===== config.mk =====
export PLATFORM = sky130hd
export DESIGN_NAME = length_crc_frame_receiver_unit
export DESIGN_NICKNAME = d
export VERILOG_FILES = /design/src/sv/lcfr_pkg.sv /design/src/sv/lcfr_front.sv /design/src/sv/lcfr_event_fifo.sv /design/src/sv/lcfr_back.sv /design/src/sv/length_crc_frame_receiver_unit.sv
export SDC_FILE = /design/constraint.sdc
export NUM_CORES = 1
export LEC_CHECK = 0
export BUFFER_PORTS_ARGS = -buffer_cell sky130_fd_sc_hd__buf_2
export CAP_MARGIN = 5
export CORE_UTILIZATION = 45
export DETAILED_ROUTE_END_ITERATION = 16
export PLACE_DENSITY_LB_ADDON = 0.2
export SLEW_MARGIN = 20
export SYNTH_ARGS = -nofsm -noshare
export SYNTH_HDL_FRONTEND = slang
export SYNTH_SLANG_ARGS = --single-unit

===== constraint.sdc =====
create_clock -name clock -period 6.56 [get_ports clock]
set_clock_uncertainty 0.05 [all_clocks]
set_input_delay 1.312 -clock clock [delete_from_list [all_inputs] [get_ports clock]]
set_output_delay 1.312 -clock clock [all_outputs]
set_load 0.02 [all_outputs]

===== src/sv/lcfr_pkg.sv =====
`timescale 1ns / 1ps

package lcfr_pkg;

   localparam int unsigned HEADER_BYTES = 4;
   localparam int unsigned COUNT_WIDTH  = 17;

   localparam logic [15:0] CRC_INIT     = 16'hFFFF;
   localparam logic [7:0]  ACK_BAD      = 8'h30;
   localparam logic [7:0]  ACK_GOOD     = 8'h31;
   localparam logic [7:0]  ACK_NEWLINE  = 8'h0A;

   // Positions of the header bytes within a frame.
   localparam logic [COUNT_WIDTH-1:0] POS_LEN_LO = 17'd0;
   localparam logic [COUNT_WIDTH-1:0] POS_LEN_HI = 17'd1;
   localparam logic [COUNT_WIDTH-1:0] POS_CRC_LO = 17'd2;
   localparam logic [COUNT_WIDTH-1:0] POS_CRC_HI = 17'd3;

   // One finished frame, as passed from the front end to the result side.
   typedef struct packed {
      logic push;
      logic ok;
   } event_type;

   typedef struct packed {
      logic full;
      logic empty;
   } queue_status_type;

   // CRC-16/MCRF4XX update over one byte, reflected polynomial 0x8408.
   function automatic logic [15:0] crc_add_byte(input logic [15:0] crc, input logic [7:0] b);
      logic [7:0] t;
      t = b ^ crc[7:0];
      t = t ^ {t[3:0], 4'b0000};
      return {8'h00, crc[15:8]} ^ {t, 8'h00} ^ {5'b00000, t, 3'b000} ^ {12'h000, t[7:4]};
   endfunction

endpackage


===== src/sv/lcfr_front.sv =====
`timescale 1ns / 1ps

module lcfr_front (
   input  logic                  clock,
   input  logic                  reset,
   input  logic                  accept,
   input  logic [7:0]            rx_byte,
   output lcfr_pkg::event_type   event_out
);

   logic [lcfr_pkg::COUNT_WIDTH-1:0] byte_count_ff, byte_count_in, count_next;
   logic [15:0] frame_length_ff, frame_length_in;
   logic [15:0] frame_crc_ff, frame_crc_in;
   logic [15:0] running_crc_ff, running_crc_in;
   logic        frame_done;

   always_comb begin
      frame_length_in = frame_length_ff;
      frame_crc_in    = frame_crc_ff;
      running_crc_in  = running_crc_ff;
      unique case (byte_count_ff)
         lcfr_pkg::POS_LEN_LO: frame_length_in = {8'h00, rx_byte};
         lcfr_pkg::POS_LEN_HI: frame_length_in = {rx_byte, frame_length_ff[7:0]};
         lcfr_pkg::POS_CRC_LO: frame_crc_in    = {8'h00, rx_byte};
         lcfr_pkg::POS_CRC_HI: frame_crc_in    = {rx_byte, frame_crc_ff[7:0]};
         default:              running_crc_in  = lcfr_pkg::crc_add_byte(running_crc_ff, rx_byte);
      endcase
      count_next = byte_count_ff + 17'd1;
      frame_done = (count_next == ({1'b0, frame_length_in} +
                    lcfr_pkg::COUNT_WIDTH'(lcfr_pkg::HEADER_BYTES)));
      byte_count_in = count_next;
      if (frame_done) begin
         byte_count_in  = '0;
         running_crc_in = lcfr_pkg::CRC_INIT;
      end
      event_out.push = accept && frame_done;
      if (byte_count_ff >= lcfr_pkg::COUNT_WIDTH'(lcfr_pkg::HEADER_BYTES)) begin
         event_out.ok = lcfr_pkg::crc_add_byte(running_crc_ff, rx_byte) == frame_crc_in;
      end else begin
         event_out.ok = running_crc_ff == frame_crc_in;
      end
   end

   always_ff @(posedge clock) begin
      if (reset) begin
         byte_count_ff   <= '0;
         frame_length_ff <= '0;
         frame_crc_ff    <= '0;
         running_crc_ff  <= lcfr_pkg::CRC_INIT;
      end else if (accept) begin
         byte_count_ff   <= byte_count_in;
         frame_length_ff <= frame_length_in;
         frame_crc_ff    <= frame_crc_in;
         running_crc_ff  <= running_crc_in;
      end
   end

`ifndef ASSERT_OFF
   a_count_bound: assert property (@(posedge clock) disable iff (reset)
      byte_count_ff <= 17'd65539)
      else $error("frame byte count out of range");
   a_restart: assert property (@(posedge clock) disable iff (reset)
      event_out.push |=> (byte_count_ff == '0) && (running_crc_ff == lcfr_pkg::CRC_INIT))
      else $error("frame did not restart after acknowledgement");
`endif

endmodule


===== src/sv/lcfr_event_fifo.sv =====
`timescale 1ns / 1ps

module lcfr_event_fifo #(
   parameter int unsigned DEPTH = 4
) (
   input  logic                         clock,
   input  logic                         reset,
   input  lcfr_pkg::event_type          event_in,
   input  logic                         pop,
   output logic                         ok_out,
   output lcfr_pkg::queue_status_type   status
);

   localparam int unsigned PTR_W = (DEPTH > 1) ? $clog2(DEPTH) : 1;
   localparam int unsigned CNT_W = $clog2(DEPTH + 1);

   logic             ok_mem [DEPTH];
   logic [PTR_W-1:0] wr_ptr_ff, rd_ptr_ff;
   logic [CNT_W-1:0] count_ff, count_in;
   logic             do_push, do_pop;

   function automatic logic [PTR_W-1:0] ptr_step(input logic [PTR_W-1:0] p);
      return (p == PTR_W'(DEPTH - 1)) ? '0 : p + 1'b1;
   endfunction

   assign status.full  = count_ff == CNT_W'(DEPTH);
   assign status.empty = count_ff == '0;
   assign do_push      = event_in.push && !status.full;
   assign do_pop       = pop && !status.empty;
   assign ok_out       = ok_mem[rd_ptr_ff];

   always_comb begin
      count_in = count_ff;
      if (do_push && !do_pop) begin
         count_in = count_ff + 1'b1;
      end else if (do_pop && !do_push) begin
         count_in = count_ff - 1'b1;
      end
   end

   always_ff @(posedge clock) begin
      if (do_push) begin
         ok_mem[wr_ptr_ff] <= event_in.ok;
      end
   end

   always_ff @(posedge clock) begin
      if (reset) begin
         wr_ptr_ff <= '0;
         rd_ptr_ff <= '0;
         count_ff  <= '0;
      end else begin
         if (do_push) begin
            wr_ptr_ff <= ptr_step(wr_ptr_ff);
         end
         if (do_pop) begin
            rd_ptr_ff <= ptr_step(rd_ptr_ff);
         end
         count_ff <= count_in;
      end
   end

`ifndef ASSERT_OFF
   a_no_overflow: assert property (@(posedge clock) disable iff (reset)
      event_in.push |-> !status.full)
      else $error("event pushed into a full queue");
   a_count_limit: assert property (@(posedge clock) disable iff (reset)
      count_ff <= CNT_W'(DEPTH))
      else $error("event queue count out of range");
`endif

endmodule


===== src/sv/lcfr_back.sv =====
`timescale 1ns / 1ps

module lcfr_back (
   input  logic                         clock,
   input  logic                         reset,
   input  lcfr_pkg::queue_status_type   queue_status,
   input  logic                         queue_ok,
   output logic                         queue_pop,
   input  logic                         pop,
   output logic                         empty,
   output logic [7:0]                   ack_byte,
   output logic                         ack_last
);

   typedef enum logic [1:0] {
      ST_IDLE,
      ST_DIGIT,
      ST_NEWLINE
   } state_type;

   state_type state_ff;
   logic      ok_ff;
   logic      slot_free;

   assign slot_free = (state_ff == ST_IDLE) || ((state_ff == ST_NEWLINE) && pop);
   assign queue_pop = slot_free && !queue_status.empty;
   assign empty     = state_ff == ST_IDLE;
   assign ack_last  = state_ff == ST_NEWLINE;
   assign ack_byte  = (state_ff == ST_NEWLINE) ? lcfr_pkg::ACK_NEWLINE :
                      (ok_ff ? lcfr_pkg::ACK_GOOD : lcfr_pkg::ACK_BAD);

   always_ff @(posedge clock) begin
      if (reset) begin
         state_ff <= ST_IDLE;
         ok_ff    <= 1'b0;
      end else begin
         unique case (state_ff)
            ST_IDLE: begin
               if (queue_pop) begin
                  state_ff <= ST_DIGIT;
                  ok_ff    <= queue_ok;
               end
            end
            ST_DIGIT: begin
               if (pop) begin
                  state_ff <= ST_NEWLINE;
               end
            end
            ST_NEWLINE: begin
               if (queue_pop) begin
                  state_ff <= ST_DIGIT;
                  ok_ff    <= queue_ok;
               end else if (pop) begin
                  state_ff <= ST_IDLE;
               end
            end
            default: state_ff <= ST_IDLE;
         endcase
      end
   end

`ifndef ASSERT_OFF
   a_digit_then_newline: assert property (@(posedge clock) disable iff (reset)
      (state_ff == ST_DIGIT) && pop |=> (state_ff == ST_NEWLINE))
      else $error("acknowledgement digit not followed by newline");
   a_digit_holds: assert property (@(posedge clock) disable iff (reset)
      (state_ff == ST_DIGIT) && !pop |=> (state_ff == ST_DIGIT) && $stable(ok_ff))
      else $error("stalled acknowledgement digit changed");
`endif

endmodule


===== src/sv/length_crc_frame_receiver_unit.sv =====
`timescale 1ns / 1ps

// Receives a byte stream of frames, each a 16-bit little-endian payload length, a 16-bit
// little-endian CRC-16/MCRF4XX and the payload, and answers every frame with '1' (CRC good)
// or '0' (CRC bad) followed by a newline flagged by rsp_ack_last. One byte is taken per
// cycle while full is low; the header capture and the byte-wide CRC update finish in the
// cycle of the transfer. Finished frames wait in an EVENT_DEPTH-entry queue, and the result
// side sends two bytes per frame, one per cycle while pop is high. A frame is never shorter
// than four bytes, so full rises only when that queue fills because pop has been held low.
module length_crc_frame_receiver_unit #(
   parameter int unsigned EVENT_DEPTH = 4
) (
   input  logic       clock,
   input  logic       reset,
   input  logic       push,
   output logic       full,
   input  logic [7:0] req_rx_byte,
   output logic       empty,
   input  logic       pop,
   output logic [7:0] rsp_ack_byte,
   output logic       rsp_ack_last
);

   lcfr_pkg::event_type        frame_event;
   lcfr_pkg::queue_status_type queue_status;
   logic                       queue_ok;
   logic                       queue_pop;
   logic                       accept;

   assign full   = queue_status.full;
   assign accept = push && !queue_status.full;

   lcfr_front u_front (
      .clock     (clock),
      .reset     (reset),
      .accept    (accept),
      .rx_byte   (req_rx_byte),
      .event_out (frame_event)
   );

   lcfr_event_fifo #(
      .DEPTH (EVENT_DEPTH)
   ) u_queue (
      .clock    (clock),
      .reset    (reset),
      .event_in (frame_event),
      .pop      (queue_pop),
      .ok_out   (queue_ok),
      .status   (queue_status)
   );

   lcfr_back u_back (
      .clock        (clock),
      .reset        (reset),
      .queue_status (queue_status),
      .queue_ok     (queue_ok),
      .queue_pop    (queue_pop),
      .pop          (pop),
      .empty        (empty),
      .ack_byte     (rsp_ack_byte),
      .ack_last     (rsp_ack_last)
   );

endmodule


==> flow_summary.ini <==
[clocking]
ctsResizeCount = 0
cts_sinks = 79
cts-buffers-inserted = 9
hold_buffers = 0
cts_tree = done
clock_tree.root_cell = clkbuf_16
cts_setup_buffers = 0
path_clk_slew_ns = 0.06
clk_path_buf_depth = 2
cts-htree-levels = 3
clk_latency_ns = 0.34

[synth]
synth_edf_count = 4
synth_top_cells_by_count = 85 x nor2_1, 75 x dfxtp_1, 46 x nand2_1
ys_top_cells_by_area = dfxtp_1 28%, xnor2_1 7.1%, nor2_1 5.9%
ys.flop_type = dfxtp_1
synthCells = 664
seq_area_frac_synth = 0.300
avgSynthCellArea_sq_um = 8.14
synth_most_common_cell = nor2_1
async_reset_ff_frac = 0
synth.top_cell.area_share = 0.278
synth-seq-cells = 79
synth.distinct_cells = 73
netlist_area_sq_um = 5410
synth_top_cell_by_area = dfxtp_1
ys_warn_count = 0

[layout]
nets = 668
fin_util = 0.497
n_fill_cell = 1113
final_layout_size_suffix_gt1_frac = 0.0955
ff_latch_area_sq_um = 1620
syn2layout_area_growth_pct = 6.22
n_antenna_cell = 0
multiInputGateArea_sq_um = 3460

[routing]
num_vias = 4763
wirelength_um = 13600
first_iter_violations = 399
antenna_left = 0
avgRoutedWirePerCell_um = 17.2
routed_via_density = 6.01
first_pass_iters = 11
drc = 3

[setup_path]
critPathSlowestCell = or4_1
ff2ff_path_depth = 20
max_stage_delay_ns = 0.68
cp.required_ns = 6.78
crit_path_cell_trace = inv_1, ha_1, nor4b_1, nand4_1, o21a_1, or2_2, ha_1, xor2_1, xnor2_1, nand3_1, nor4_1, o2111ai_1, or4_1, nor2_1, ha_1, inv_1, fa_1, xor2_1, or3_1, a21oi_1
cp_max_fo = 11
cp-end-kind = register
worstPathArrival_ns = 6.04
crit_path_frequent_cell = ha_1
reg2reg_from = u_front.byte_count_ff[0]
worstSetupPathType = register to register
timing.rr.end = u_queue.count_ff[2]
setup.worst_path.start_class = register
ff2ff_setup_slack_ns = 0.74

[timing]
worst_hold_slack_ns = 0.428
fin_crit_sh = 0.888
relSlewSlack = 0.390
setup_viol_count_final = 0
period_minus_slack_ns = 5.82
drv_slew = 0
tns_ns = 0
tightest_slew_ns = 0.908
fmax_mhz = 172
hold_violations = 0
rsz0062_at_grt = false

[run]
maxCapViolations = 0

[grt]
overflow = 0
antenna_found_initial = 0
grt_pass1_wl_um = 22300
grt_max_degree = 70
grt_pass1_vias = 4371
grtUsageTotal = 0.226

[status]
status = complete, but fails checks
violations = DRC

[die]
pin_count = 23
die_x_um = 112
chipHeight_um = 112
initial_core_util = 0.468
rows = 39
die_area_sq_um = 12500
core_area_sq_um = 11600

[min_path]
hp-class = register to register
hold_path_end = u_front.frame_length_ff[3]
holdCritStartpoint = u_front.frame_length_ff[3]
holdPathStages = 2

[placement]
dp_hpwl_um = 9770
port_buffers = 19
gp_congestion = 0.880

[power]
leakagePower_nw = 2.19
p_per_area_nw_per_um2 = 317
peakVddDrop_v = 0.000168
-- through the flow --
step	power (W)	instance area (sq um)	instances	setup WS, ns
5_1_grt	0.00195	5740	792	0.242
3_3_place_gp	0.00132	5440	776	0.992
2_1_floorplan	0.00120	5420	666	1.45
3_5_place_dp	0.00134	5440	776	0.755
4_1_cts	0.00183	5740	792	0.714
6_report	0.00182	5740	792	0.737
-- kinds of logic (layout without fill, tap and decap cells) --
group | Yosys count | count (layout) | share of synthesized area
adders and majority gates | 12 | 12 | 0.0292
other | 1 | 3 | 0.000693
buffers and inverters | 74 | 57 | 0.0639
muxes | 12 | 12 | 0.0255
xor gates and xnor gates | 74 | 74 | 0.122
and+or+nand+nor | 253 | 253 | 0.252
DFF | 79 | 79 | 0.300
AOI/OAI and AO/OA | 159 | 159 | 0.206
-- worst max-delay path by stage --
stage                                   startpoint                   to  slack [ns]  cells past startpoint
after floorplan                     req_rx_byte[2]  u_queue.count_ff[2]        1.45                     18
after global placement    u_front.byte_count_ff[0]  u_queue.count_ff[2]        0.99                     20
after detailed placement  u_front.byte_count_ff[0]  u_queue.count_ff[2]        0.75                     20
after CTS                 u_front.byte_count_ff[0]  u_queue.count_ff[2]        0.71                     20
after global routing      u_front.byte_count_ff[0]  u_queue.count_ff[2]        0.24                     20
final                     u_front.byte_count_ff[0]  u_queue.count_ff[2]        0.74                     20
-- layout make-up --
class                      count  share of cell area
multi-input combinational    513               0.602
sequential                    79               0.282
clock buffer                  13              0.0470
tap                          143              0.0311
timing repair buffer          23              0.0218
inverter                      18              0.0118
clock inverter                 3             0.00436
-- power by group --
group          total [W]  leakage (nW)  internal [W]  switching, W
clock           0.000488         0.142      0.000289      0.000199
sequential      0.000614         0.653      0.000552     0.0000623
combinational   0.000721          1.39      0.000287      0.000434
-- sequential cells by signal (all words and copies together) (netlist names) --
name / flops
u_queue.wr_ptr_ff: 2
u_front.frame_length_ff: 16
u_front.byte_count_ff: 17
u_front.running_crc_ff: 16
u_queue.rd_ptr_ff: 2
u_queue.count_ff: 3
u_back.state_ff: 2
u_queue.ok_mem: 4
u_front.frame_crc_ff: 16
u_back.ok_ff: 1
-- critical path: cells and delay by family (launching register included) --
| kind | cells | cell delay (ns) |
|---|---|---|
| xor+xnor | 3 | 0.50 |
| fa+ha+maj | 4 | 1.24 |
| simple gates | 8 | 2.74 |
| buf+inv | 2 | 0.22 |
| flops | 1 | 0.34 |
| compound gates | 3 | 0.66 |
-- placed cells by master, fill, tap and decap left out, types with 19 or more instances in the layout --
master    instances
nor2_1           85
dfxtp_1          75
nand2_1          46
xnor2_1          44
a22oi_1          40
xor2_1           29
a21oi_1          25
nand3_1          22
a211oi_1         22
o21ai_0          19
buf_2            19
-- per-layer routing --
| metal | GRT usage | part of all wire | up-vias |
|---|---|---|---|
| met1 | 0.303 | 0.46 | 2280 |
| li1 | - | - | 2338 |
| met4 | 0.0865 | 0.017 | 0 |
| met2 | 0.366 | 0.47 | 128 |
| met3 | 0.0348 | 0.048 | 17 |
| met5 | 0 | 0 | - |
No activity file was read; power rests on OpenSTA's default activity.
